### config.mk
export PLATFORM = sky130hd
export DESIGN_NAME = pbd_queue
export DESIGN_NICKNAME = d
export VERILOG_FILES = /design/src/sv/pbd_pkg.sv /design/src/sv/pbd_queue.sv
export SDC_FILE = /design/constraint.sdc
export NUM_CORES = 1
export LEC_CHECK = 0
export BUFFER_PORTS_ARGS = -buffer_cell sky130_fd_sc_hd__clkbuf_2
export CAP_MARGIN = 20
export CORE_MARGIN = 3
export CORE_UTILIZATION = 40
export CTS_BUF_LIST = sky130_fd_sc_hd__clkbuf_4 sky130_fd_sc_hd__clkbuf_8 sky130_fd_sc_hd__clkbuf_16
export CTS_CLUSTER_SIZE = 24
export DETAILED_ROUTE_END_ITERATION = 10
export GPL_TIMING_DRIVEN = 1
export PLACE_DENSITY = 0.58
export SYNTH_ARGS = -nofsm -noshare
export SYNTH_HDL_FRONTEND = slang
export SYNTH_SLANG_ARGS = --single-unit
### constraint.sdc
create_clock -name clk -period 5.2 [get_ports clk]
set_input_delay 1.3 -clock clk [delete_from_list [all_inputs] [get_ports clk]]
set_output_delay 1.3 -clock clk [all_outputs]
set_load 0.03 [all_outputs]
### src/sv/pbd_pkg.sv
// ----------------------------------------------------------------------------
// pbd_pkg: shared types and constants of the point-box distance query
// Widths of the coordinate, difference, square and root paths, the register
// indexes of the configuration port and the records passed between parts.
// ----------------------------------------------------------------------------
package pbd_pkg;

    // Coordinate and arithmetic widths.
    localparam int COORD_W   = 16;
    localparam int DIFF_W    = 17;
    localparam int GAP_W     = 16;
    localparam int SQ_W      = 33;
    localparam int ROOT_W    = 17;
    localparam int REM_W     = 35;
    localparam int SDIST_W   = 18;
    localparam int CFG_IDX_W = 2;

    // Default depth of the queue between front and back.
    localparam int QUEUE_DEPTH = 4;

    // Configuration register indexes.
    localparam logic [CFG_IDX_W-1:0] REG_BOX_MIN_X = 2'd0;
    localparam logic [CFG_IDX_W-1:0] REG_BOX_MIN_Y = 2'd1;
    localparam logic [CFG_IDX_W-1:0] REG_BOX_MAX_X = 2'd2;
    localparam logic [CFG_IDX_W-1:0] REG_BOX_MAX_Y = 2'd3;

    // Reset values of the box bounds.
    localparam logic signed [COORD_W-1:0] BOX_MIN_RESET = 16'sh8000;
    localparam logic signed [COORD_W-1:0] BOX_MAX_RESET = 16'sh7fff;

    // Box bounds as held in configuration.
    typedef struct packed {
        logic signed [COORD_W-1:0] min_x;
        logic signed [COORD_W-1:0] min_y;
        logic signed [COORD_W-1:0] max_x;
        logic signed [COORD_W-1:0] max_y;
    } box_t;

    // Classified query handed from the front to the back.
    typedef struct packed {
        logic                      is_inside;
        logic signed [COORD_W-1:0] closest_x;
        logic signed [COORD_W-1:0] closest_y;
        logic signed [DIFF_W-1:0]  dx;
        logic signed [DIFF_W-1:0]  dy;
        logic [GAP_W-1:0]          gap_x;
        logic [GAP_W-1:0]          gap_y;
    } query_t;

endpackage

### src/sv/pbd_queue.sv
// ----------------------------------------------------------------------------
// pbd_queue: classified query queue
// A short first-in first-out queue that lets the front and the back stall
// independently of each other.
// ----------------------------------------------------------------------------
module pbd_queue #(
    parameter int DEPTH = pbd_pkg::QUEUE_DEPTH
) (
    input  logic            clk,
    input  logic            rst_n,
    input  logic            push_valid,
    output logic            push_ready,
    input  pbd_pkg::query_t push_data,
    output logic            pop_valid,
    input  logic            pop_ready,
    output pbd_pkg::query_t pop_data
);

    localparam int PTR_W = $clog2(DEPTH);
    localparam int CNT_W = $clog2(DEPTH + 1);
    localparam logic [PTR_W-1:0] LAST_PTR  = PTR_W'(DEPTH - 1);
    localparam logic [CNT_W-1:0] FULL_CNT  = CNT_W'(DEPTH);

    pbd_pkg::query_t  mem [DEPTH];
    logic [PTR_W-1:0] wr_ptr_reg;
    logic [PTR_W-1:0] wr_ptr_next;
    logic [PTR_W-1:0] rd_ptr_reg;
    logic [PTR_W-1:0] rd_ptr_next;
    logic [CNT_W-1:0] count_reg;
    logic [CNT_W-1:0] count_next;
    logic             push;
    logic             pop;

    // Handshakes on both sides.
    assign push_ready = count_reg != FULL_CNT;
    assign pop_valid  = count_reg != '0;
    assign push       = push_valid && push_ready;
    assign pop        = pop_valid && pop_ready;
    assign pop_data   = mem[rd_ptr_reg];

    // Pointer wrap and fill count.
    always_comb
    begin
        wr_ptr_next = wr_ptr_reg;
        rd_ptr_next = rd_ptr_reg;
        count_next  = count_reg;
        if (push)
        begin
            wr_ptr_next = (wr_ptr_reg == LAST_PTR) ? '0 : wr_ptr_reg + 1'b1;
        end
        if (pop)
        begin
            rd_ptr_next = (rd_ptr_reg == LAST_PTR) ? '0 : rd_ptr_reg + 1'b1;
        end
        if (push && !pop)
        begin
            count_next = count_reg + 1'b1;
        end
        else if (pop && !push)
        begin
            count_next = count_reg - 1'b1;
        end
    end

    always_ff @(posedge clk or negedge rst_n)
    begin
        if (!rst_n)
        begin
            wr_ptr_reg <= '0;
            rd_ptr_reg <= '0;
            count_reg  <= '0;
        end
        else
        begin
            wr_ptr_reg <= wr_ptr_next;
            rd_ptr_reg <= rd_ptr_next;
            count_reg  <= count_next;
        end
    end

    // Storage write.
    always_ff @(posedge clk)
    begin
        if (push)
        begin
            mem[wr_ptr_reg] <= push_data;
        end
    end

endmodule

# ---- Word-level counts from Yosys, hierarchy flattened
# Memories as Yosys holds them, arrays and structs flattened.
# Index checks and enable logic that the tools add are counted.
dict set report op_classes {
  addsub 4
  n_eq_ne 3
  muxes 6
  reduce_logical 8
}
# op n
set op_table {}
lappend op_table {{3-bit 2-to-1 mux} 2}
lappend op_table {{2-bit by 1-bit adder with 2-bit output (second input constant)} 2}
lappend op_table {{2-bit == test (second input constant)} 2}
lappend op_table {{1-bit logical AND} 4}
lappend op_table {{2-bit 2-to-1 mux} 2}
lappend op_table {{3-bit by 1-bit adder with 3-bit output (second input constant)} 1}
lappend op_table {{3-bit inequality test (second input constant)} 1}
lappend op_table {{3-bit nonzero test} 1}
lappend op_table {{3-bit by 1-bit subtractor with 3-bit output (second input constant)} 1}
lappend op_table {{1-bit logical NOT} 2}
lappend op_table {{1-bit 2-to-1 mux} 2}
lappend op_table {{2-bit nonzero test} 1}
dict set report totals {
  reg_bits 7
  ramBits 396
  input_bits 103
  elab_cells 25
  memories 1
}
# memory depth width rd rd_clocked_by_memory_dff write_ports line_no
set mem_list {}
lappend mem_list {mem 4 99 1 0 1 pbd_queue.sv:24} ;# pbd_pkg::query_t mem [DEPTH];

# ---- Depth between registers and ports, before layout
# Gate-level depths: netlist of run 1.
dict set report logic_depth {
  depth_word 6
  mapped_depth 8
  mapped_depth_nobuf 8
}

# ---- Worst setup path after synthesis of run 1
# OpenSTA, ideal clock, no wires.
dict set report synth_path {
  path_kind {input to register}
  start {input push_valid}
  end {memory mem[1][0] (netlist name), enable pin}
  setup_time_ns 0.469
  arrival_ns 3.990
  t_required_ns 4.731
  path_slack_ns 0.741
  stages 2
  path_buffers 0
  path_cell_list {a21boi_1 -> and2_1}
}
dict set report synth_via {
  elab_chain_len 3
}
# element line_no
set synth_rtl {}
lappend synth_rtl {{from (decl)} pbd_queue.sv:11} ;# input logic push_valid,
lappend synth_rtl {{1-bit logical AND} pbd_queue.sv:37} ;# assign push = push_valid && push_ready;
lappend synth_rtl {{1-bit 2-to-1 mux} pbd_queue.sv:84} ;# if (push)
lappend synth_rtl {{1-bit 2-to-1 mux (not written as such)} pbd_queue.sv:86} ;# mem[wr_ptr_reg] <= push_data;
lappend synth_rtl {{to (decl)} pbd_queue.sv:24}
# No other way between the ends.

==> results.ini, run 1 <==
[route]
drt_wl_total_um=28000
vias=6573
drc=0
drtIter0Drc=374
wl_per_cell_um=21.86
drt-vias-per-instance=5.131
drt_pass1_iterations=4
ant_nets=0

[sta]
period_share=0.7843
period_needed_ps=4078
maxSlewViolCount=0
finalSetupViolCount=0
fmax_ghz=0.2452
maxSlewHeadroom=0.4376
hold_viol_final=0
tightest_slew_ps=843.6
rsz0062_at_grt=no
skew_ps=13.50
fin_setup_tns_ps=0

[finish]
layout_commonest_cell=edfxtp_1
fin_nets=898
n_fill_cell=2910
final_cell_mix=396 x edfxtp_1, 203 x clkbuf_2, 99 x mux4_2, 45 x clkbuf_16, 12 x clkbuf_4
drive_gt1_frac=0.4768
areaGrowthSynthToFinish_pct=20.06
largest_reg_flops=396
diodes=0

[die]
dieArea_sq_um=39140
die_w_um=197.8
start_util=0.4099
rows=69
ios=204
coreArea_sq_um=35910
fp.dieH_um=197.8

[yosys]
syn_area_sq_um=14720
synth_warnings=0
synth.distinct_cells=18
synthCells=554
postSynthAreaPerCell_sq_um=26.57
syn_nets=664
ys_seq_area_frac=0.8196
synth.ff_latch_count=403

[clock_network]
numCtsBuffers=42
ctsLongestPathBuffers=3
tritoncts=built
clk_pin_slew_ps=60
clk_latency_ps=530
cts_resized=0
cts-hold-fix-buffers=0
h-tree-depth=2
cts_sinks=403
clockRootBuffer=clkbuf_16
cts_setup_buffers=0

[power]
p_per_area_nw_per_um2=626.2
p_total_mw=11.07
p_leak_nw=6.057
ir_drop_uv=292.5

[worst_setup_path]
setup.worst_path.start_class=flip-flop
path_cells=buf_4 -> mux4_2 -> clkbuf_2
worstPathRequired_ps=3900
cp_max_fo=41
reg2reg_depth=4
critical_path_class=flip-flop to output port
crit_arrival_ps=2780
crit_path_max_incr_delay_ps=970
endpoint_kind=output port
critPathSlowestCell=dfrtp_4

[global_routing]
grt_pass1_wl_um=42820
grt.overflow.total=0
grt_usage=0.1446
grt_max_degree=56
antenna_found_initial=1
grt_pass1_vias=7334

[placement]
io_buffer_count=203
gp_congestion=0.6875
hpwl_um=17310

[min_path]
hp-class=flip-flop to flip-flop
min_path_cells=1

[run_status]
run_status=finished, final reports clean

[run]
drv_cap=0

==> cell families (layout without fill, tap and decap cells) <==
family / Yosys count / count (layout) / share of synthesized area
flops: 403 / 403 / 0.8196
mux: 104 / 104 / 0.1553
xor+xnor: 3 / 3 / 0.001785
buf+inv: 25 / 291 / 0.01266
simple gates: 11 / 11 / 0.003654
compound gates: 1 / 1 / 0.0005101
fa+ha+maj: 7 / 7 / 0.006459
==> worst paths after layout <==
path | start | endpoint | slack, ps
worst min register to register | count_reg[2]$_DFFE_PN0P_ | count_reg[2]$_DFFE_PN0P_ | 520
max in group asynchronous | rst_n | rd_ptr_reg[1]$_DFFE_PN0P_ | 4380
worst max register to register | count_reg[0]$_DFFE_PN0P_ | mem[0][64]$_DFFE_PP_ | 2550
worst max-delay path | rd_ptr_reg[0]$_DFFE_PN0P_ | pop_data[15] | 1120
worst min-delay path | count_reg[2]$_DFFE_PN0P_ | count_reg[2]$_DFFE_PN0P_ | 520
min in group asynchronous | rst_n | rd_ptr_reg[0]$_DFFE_PN0P_ | 610
==> worst max-delay path: cells and delay by family (launching register included) <==
kind	cells	cell delay, ps
DFF	1	970
buffers and inverters	2	700
muxes	1	570
==> routing by layer <==
metal / routed length (um) / track usage / vias to the layer above / share of wire
li1: - / - / 2865 / -
met1: 10990 / 0.1789 / 3451 / 0.39
met2: 14440 / 0.2524 / 204 / 0.52
met3: 1873 / 0.03777 / 51 / 0.067
met4: 685 / 0.04351 / 2 / 0.024
met5: 13 / 0 / - / 0.00046
==> area by class of cell <==
type,count,area (sq um),share of cell area
clock buffer,60,1257,0.07115
clock inverter,16,130.1,0.007362
inverter,3,11.26,0.0006371
multi-input combinational,126,2479,0.1402
sequential,403,12070,0.6831
tap,461,576.8,0.03263
timing repair buffer,212,1146,0.06484
==> cells in the mapped netlist, drive strengths merged <==
cell type / count / area share
ha: 6 / 0.0051
and2: 4 / 0.0017
nor2: 4 / 0.0010
clkbuf: 2 / 0.00051
mux4: 99 / 0.15
buf: 20 / 0.011
or3: 1 / 0.00043
nand2: 2 / 0.00051
mux2: 5 / 0.0038
inv: 3 / 0.00076
xnor2: 1 / 0.00060
edfxtp: 396 / 0.81
fa: 1 / 0.0014
a21boi: 1 / 0.00051
xor2: 2 / 0.0012
dfrtp: 7 / 0.012
==> stage by stage <==
| stage | setup slack (ps) | utilization | cell area (sq um) | hold slack [ps] | instances |
|---|---|---|---|---|---|
| global placement | 1584 | 0.4535 | 16290 | 498.6 | 1205 |
| detailed placement | 1551 | 0.4535 | 16290 | 519.9 | 1205 |
| floorplan | 740.8 | - | 14720 | 475.1 | 554 |
| finish | 1122 | 0.4921 | 17670 | 521.3 | 1281 |
| CTS | 979.0 | 0.4921 | 17670 | 527.1 | 1281 |
| global route | 869.1 | 0.4921 | 17670 | 547.7 | 1281 |
==> power by group <==
| part | switching (mW) | total, mW | internal, mW |
|---|---|---|---|
| clock | 1.13 | 2.92 | 1.78 |
| combinational | 2.25 | 3.55 | 1.30 |
| sequential | 0.315 | 4.60 | 4.29 |
Note: power is estimated with default switching activity, not from simulation.
==> run 2: changes to the inputs <==
--- a/config.mk
+++ b/config.mk
@@ -13,7 +13,7 @@
 export CTS_CLUSTER_SIZE = 24
 export DETAILED_ROUTE_END_ITERATION = 10
 export GPL_TIMING_DRIVEN = 1
-export PLACE_DENSITY = 0.58
+export PLACE_DENSITY = 0.6
 export SYNTH_ARGS = -nofsm -noshare
 export SYNTH_HDL_FRONTEND = slang
 export SYNTH_SLANG_ARGS = --single-unit
==> constraint.sdc (replaced) <==
create_clock -name clk -period 3.4 [get_ports clk]
set_input_delay 0.85 -clock clk [delete_from_list [all_inputs] [get_ports clk]]
set_output_delay 0.85 -clock clk [all_outputs]
set_load 0.03 [all_outputs]
==> run 2 against run 1 <==
Clock skew decreased by 5.6 ps. Die area unchanged. Sequential power is 51% higher. Via count rose by 0.35%. Critical path type unchanged. Routed wire length grew 2.2%. Critical path depth did not move. First-iteration DRC count is 2.7% higher. Flip-flop and latch count unchanged. Largest power group unchanged.
==> results.ini, run 2 (same netlist as run 1, synthesis figures left out) <==
[run_status]
run_status=finished, final reports clean

[clock_network]
h-tree-depth=2
ctsLongestPathBuffers=3
numCtsBuffers=42
clk_latency_ps=530
clk_pin_slew_ps=60
clockRootBuffer=clkbuf_16
cts_resized=0
tritoncts=built
cts_setup_buffers=0
cts-hold-fix-buffers=0
cts_sinks=403

[global_routing]
grt_usage=0.1478
grt_pass1_wl_um=43930
grt_max_degree=63
grt.overflow.total=0
antenna_found_initial=2
grt_pass1_vias=7377

[power]
ir_drop_uv=588.7
p_per_area_nw_per_um2=958.8
p_total_mw=17.04
p_leak_nw=6.108

[finish]
areaGrowthSynthToFinish_pct=20.75
largest_reg_flops=396
layout.cells.non_filler=1287
final_cell_mix=396 x edfxtp_1, 203 x clkbuf_2, 99 x mux4_2, 45 x clkbuf_16, 12 x clkinv_2
fin_nets=903
layout_commonest_cell=edfxtp_1
drive_gt1_frac=0.4794
diodes=0

[sta]
maxSlewViolCount=0
skew_ps=7.909
finalSetupViolCount=0
period_share=0.9373
fin_setup_tns_ps=0
hold_viol_final=0
fmax_ghz=0.3138
period_needed_ps=3187
tightest_slew_ps=735.7
maxSlewHeadroom=0.5095
rsz0062_at_grt=no

[placement]
gp_congestion=0.7232
placedCellCount=1210
io_buffer_count=203
hpwl_um=17430

[route]
ant_nets=0
drt_wl_total_um=28610
drt-vias-per-instance=5.125
drc=0
drtIter0Drc=384
wl_per_cell_um=22.23
drt_pass1_iterations=4
vias=6596

[worst_setup_path]
startpoint=rd_ptr_reg[1]$_DFFE_PN0P_
worstPathRequired_ps=2550
critical_path_class=flip-flop to output port
crit_arrival_ps=2340
timing.rr.start=count_reg[0]$_DFFE_PN0P_
cp_max_fo=45
endpoint_kind=output port
setup.worst_path.start_class=flip-flop

[die]
start_util=0.4099
ios=204
rows=69
fp.dieH_um=197.8
dieArea_sq_um=39140
coreArea_sq_um=35910
die_w_um=197.8

[min_path]
hp-class=input port to asynchronous set/reset pin

[run]
drv_cap=0

[run 2: changes by cell type in the layout (fill, tap and decap cells not counted), moves of 2 or more]
cell      previous run  this run
buf_12               5        11
clkbuf_4            12         6
clkbuf_8             3         0
clkinv_2             4        12
clkinv_4             0         2
[run 2: critical path: stages, from the launching register on]
cell and delay, ps:
dfrtp_4 910, buf_12 300, mux4_2 370, clkbuf_2 210
[run 2: area by class of cell]
| class | instances | area [sq um] |
|---|---|---|
| sequential | 403 | 12070 |
| clock buffer | 51 | 1171 |
| clock inverter | 26 | 205.2 |
| multi-input combinational | 126 | 2479 |
| inverter | 3 | 11.26 |
| fill | 2878 | 18140 |
| timing repair buffer | 217 | 1259 |
| tap | 461 | 576.8 |
[run 2: worst paths after layout]
kind | to | slack, ps | cells past startpoint
max | pop_data[61] | 210 | 3
min | count_reg[0]$_DFFE_PN0P_ | 160 | 1
max reg2reg | count_reg[2]$_DFFE_PN0P_ | 1130 | 8
min reg2reg | count_reg[2]$_DFFE_PN0P_ | 510 | 1
max in group asynchronous | rd_ptr_reg[0]$_DFFE_PN0P_ | 3040 | 1
min in group clk | count_reg[2]$_DFFE_PN0P_ | 510 | 1
[run 2: per-stage QoR]
stage | worst slack [ps] | area, sq um | util | hold slack (ps)
4_1_cts | 118.3 | 17780 | 0.4949 | 122.3
2_1_floorplan | 470.5 | 14730 | - | 475.1
3_5_place_dp | 684.1 | 16400 | 0.4566 | 505.2
6_report | 213.2 | 17780 | 0.4949 | 157.2
3_3_place_gp | 722.3 | 16400 | 0.4566 | 500.4
5_1_grt | 85.85 | 17780 | 0.4949 | 141.2
[run 2: power breakdown]
part	internal [mW]	switching, mW
logic	2.07	3.58
registers	6.56	0.371
clock network	2.68	1.79
[run 2: layer usage]
metal  share of wire  GRT usage  vias up  routed length (um)
li1                -          -     2871                   -
met1            0.40     0.1860     3461               11590
met2            0.51     0.2531      204               14470
met3           0.067    0.04186       56                1916
met4           0.021    0.04220        4                 612
met5         0.00087          0        -                  25
==> run 3: changes to the inputs <==
--- a/config.mk
+++ b/config.mk
@@ -7,13 +7,15 @@
 export LEC_CHECK = 0
 export BUFFER_PORTS_ARGS = -buffer_cell sky130_fd_sc_hd__clkbuf_2
 export CAP_MARGIN = 20
+export CELL_PAD_IN_SITES_DETAIL_PLACEMENT = 0
+export CELL_PAD_IN_SITES_GLOBAL_PLACEMENT = 1
 export CORE_MARGIN = 3
 export CORE_UTILIZATION = 40
 export CTS_BUF_LIST = sky130_fd_sc_hd__clkbuf_4 sky130_fd_sc_hd__clkbuf_8 sky130_fd_sc_hd__clkbuf_16
 export CTS_CLUSTER_SIZE = 24
 export DETAILED_ROUTE_END_ITERATION = 10
 export GPL_TIMING_DRIVEN = 1
-export PLACE_DENSITY = 0.6
+export PLACE_DENSITY = 0.67
 export SYNTH_ARGS = -nofsm -noshare
 export SYNTH_HDL_FRONTEND = slang
 export SYNTH_SLANG_ARGS = --single-unit
==> run 3 against run 2 <==
Design area decreased by 0.13%. Combinational power increased by 2%. Via count about the same. Setup slack improved by 14 ps. Cell count about the same. Largest power group unchanged. Clock skew about the same. Total power decreased by 0.40%. Register-to-register slack about the same. Non-clock buffer count decreased by 1. Routed wire length about the same. Sequential share of layout area increased by 0.091 points. Clock power decreased by 2%.
==> results.ini, run 3 (same netlist as run 1, synthesis figures left out) <==
[die]
ios=204
start_util=0.4099
die_w_um=197.8
dieArea_sq_um=39140
coreArea_sq_um=35910
fp.dieH_um=197.8
rows=69

[sta]
period_needed_ps=3173
rsz0062_at_grt=no
timing.final.ws_setup_ps=227.2
skew_ps=7.696
finalSetupViolCount=0
period_share=0.9332
maxSlewHeadroom=0.5926
maxSlewViolCount=0
tightest_slew_ps=611.1
fin_setup_tns_ps=0
fmax_ghz=0.3152
holdWs_ps=178.7
hold_viol_final=0

[worst_setup_path]
crit_path_max_incr_delay_ps=660
worstPathRequired_ps=2550
critical_path_class=flip-flop to output port
path_cells=buf_12 -> mux4_2 -> clkbuf_2
timing.rr.end=mem[0][42]$_DFFE_PP_
worst-r2r-setup-slack_ps=1130
reg2reg_depth=4
crit_arrival_ps=2320
setup.worst_path.start_class=flip-flop
cp_max_fo=36
startpoint=rd_ptr_reg[0]$_DFFE_PN0P_
critPathSlowestCell=dfrtp_4
cp_num_cells=3
timing.rr.start=count_reg[0]$_DFFE_PN0P_
endpoint_kind=output port
crit_end=pop_data[43]
cp_num_buf_inv=2
critPathTopFamily=flip-flops

[min_path]
hp-class=input port to asynchronous set/reset pin

[clock_network]
cts_resized=0
tritoncts=built
numCtsBuffers=42
ctsLongestPathBuffers=3
clk_latency_ps=520
cts_setup_buffers=0
cts-hold-fix-buffers=0
h-tree-depth=2
clockRootBuffer=clkbuf_16
clk_pin_slew_ps=60
cts_sinks=403

[placement]
gp_congestion=0.7106
placedCellCount=1209
post_dp_cell_area_sq_um=16400
dpl_worst_slack_ps=705.2
hpwl_um=17670
io_buffer_count=203

[route]
drt-vias-per-instance=5.131
drt_wl_total_um=28600
drc=0
vias=6598
drt_pass1_iterations=6
wl_per_cell_um=22.24
drtIter0Drc=381
ant_nets=0

[power]
p_leak_nw=6.086
p_per_area_nw_per_um2=956.2
ir_drop_uv=597.2
p_total_mw=16.97

[finish]
layout.cells.non_filler=1286
areaGrowthSynthToFinish_pct=20.58
drive_gt1_frac=0.4782
layout_commonest_cell=edfxtp_1
design_area_sq_um=17750
largest_reg_flops=396
n_fill_cell=2888
fin_util=0.4943
fin_nets=902
final_cell_mix=396 x edfxtp_1, 203 x clkbuf_2, 99 x mux4_2, 42 x clkbuf_16, 12 x buf_12

[global_routing]
antenna_found_initial=0
use_met3=0.03743
grt_util_met2=0.2506
use_met1=0.1969
grt.overflow.total=0
grt_usage=0.1482
busiest_layer=met2
grt_pass1_vias=7401
grt_max_degree=102
grt_pass1_wl_um=44370

[run_status]
run_status=finished, final reports clean

[run]
drv_cap=0

[run 3: worst min path at each step]
stage                             start                         to  depth (start not counted)
6_report                          rst_n  wr_ptr_reg[0]$_DFFE_PN0P_                          1
5_1_grt                           rst_n  wr_ptr_reg[0]$_DFFE_PN0P_                          1
4_1_cts                           rst_n  wr_ptr_reg[0]$_DFFE_PN0P_                          1
3_5_place_dp   count_reg[2]$_DFFE_PN0P_   count_reg[2]$_DFFE_PN0P_                          1
3_3_place_gp   count_reg[2]$_DFFE_PN0P_   count_reg[2]$_DFFE_PN0P_                          1
2_1_floorplan  count_reg[2]$_DFFE_PN0P_   count_reg[2]$_DFFE_PN0P_                          1
[run 3: final cells by class]
class	count	area, sq um	area share
Multi-Input combinational cell	126	2479	0.1396
Clock inverter	23	211.5	0.01191
Inverter	3	11.26	0.0006343
Tap cell	461	576.8	0.03249
Sequential cell	403	12070	0.6802
Timing Repair Buffer	216	1264	0.07119
Antenna cell	1	2.502	0.0001410
Clock buffer	53	1134	0.06386
[run 3: report_power, final]
group | internal, mW | switching, mW | leakage [nW]
Sequential | 6.56 | 0.286 | 3.71
Combinational | 2.08 | 3.66 | 1.71
Clock | 2.60 | 1.78 | 0.673
[run 3: per-layer routing]
layer  share of wire  vias up
met5               0        -
met1            0.41     3485
li1                -     2880
met3           0.066       33
met4           0.014        0
met2            0.51      200
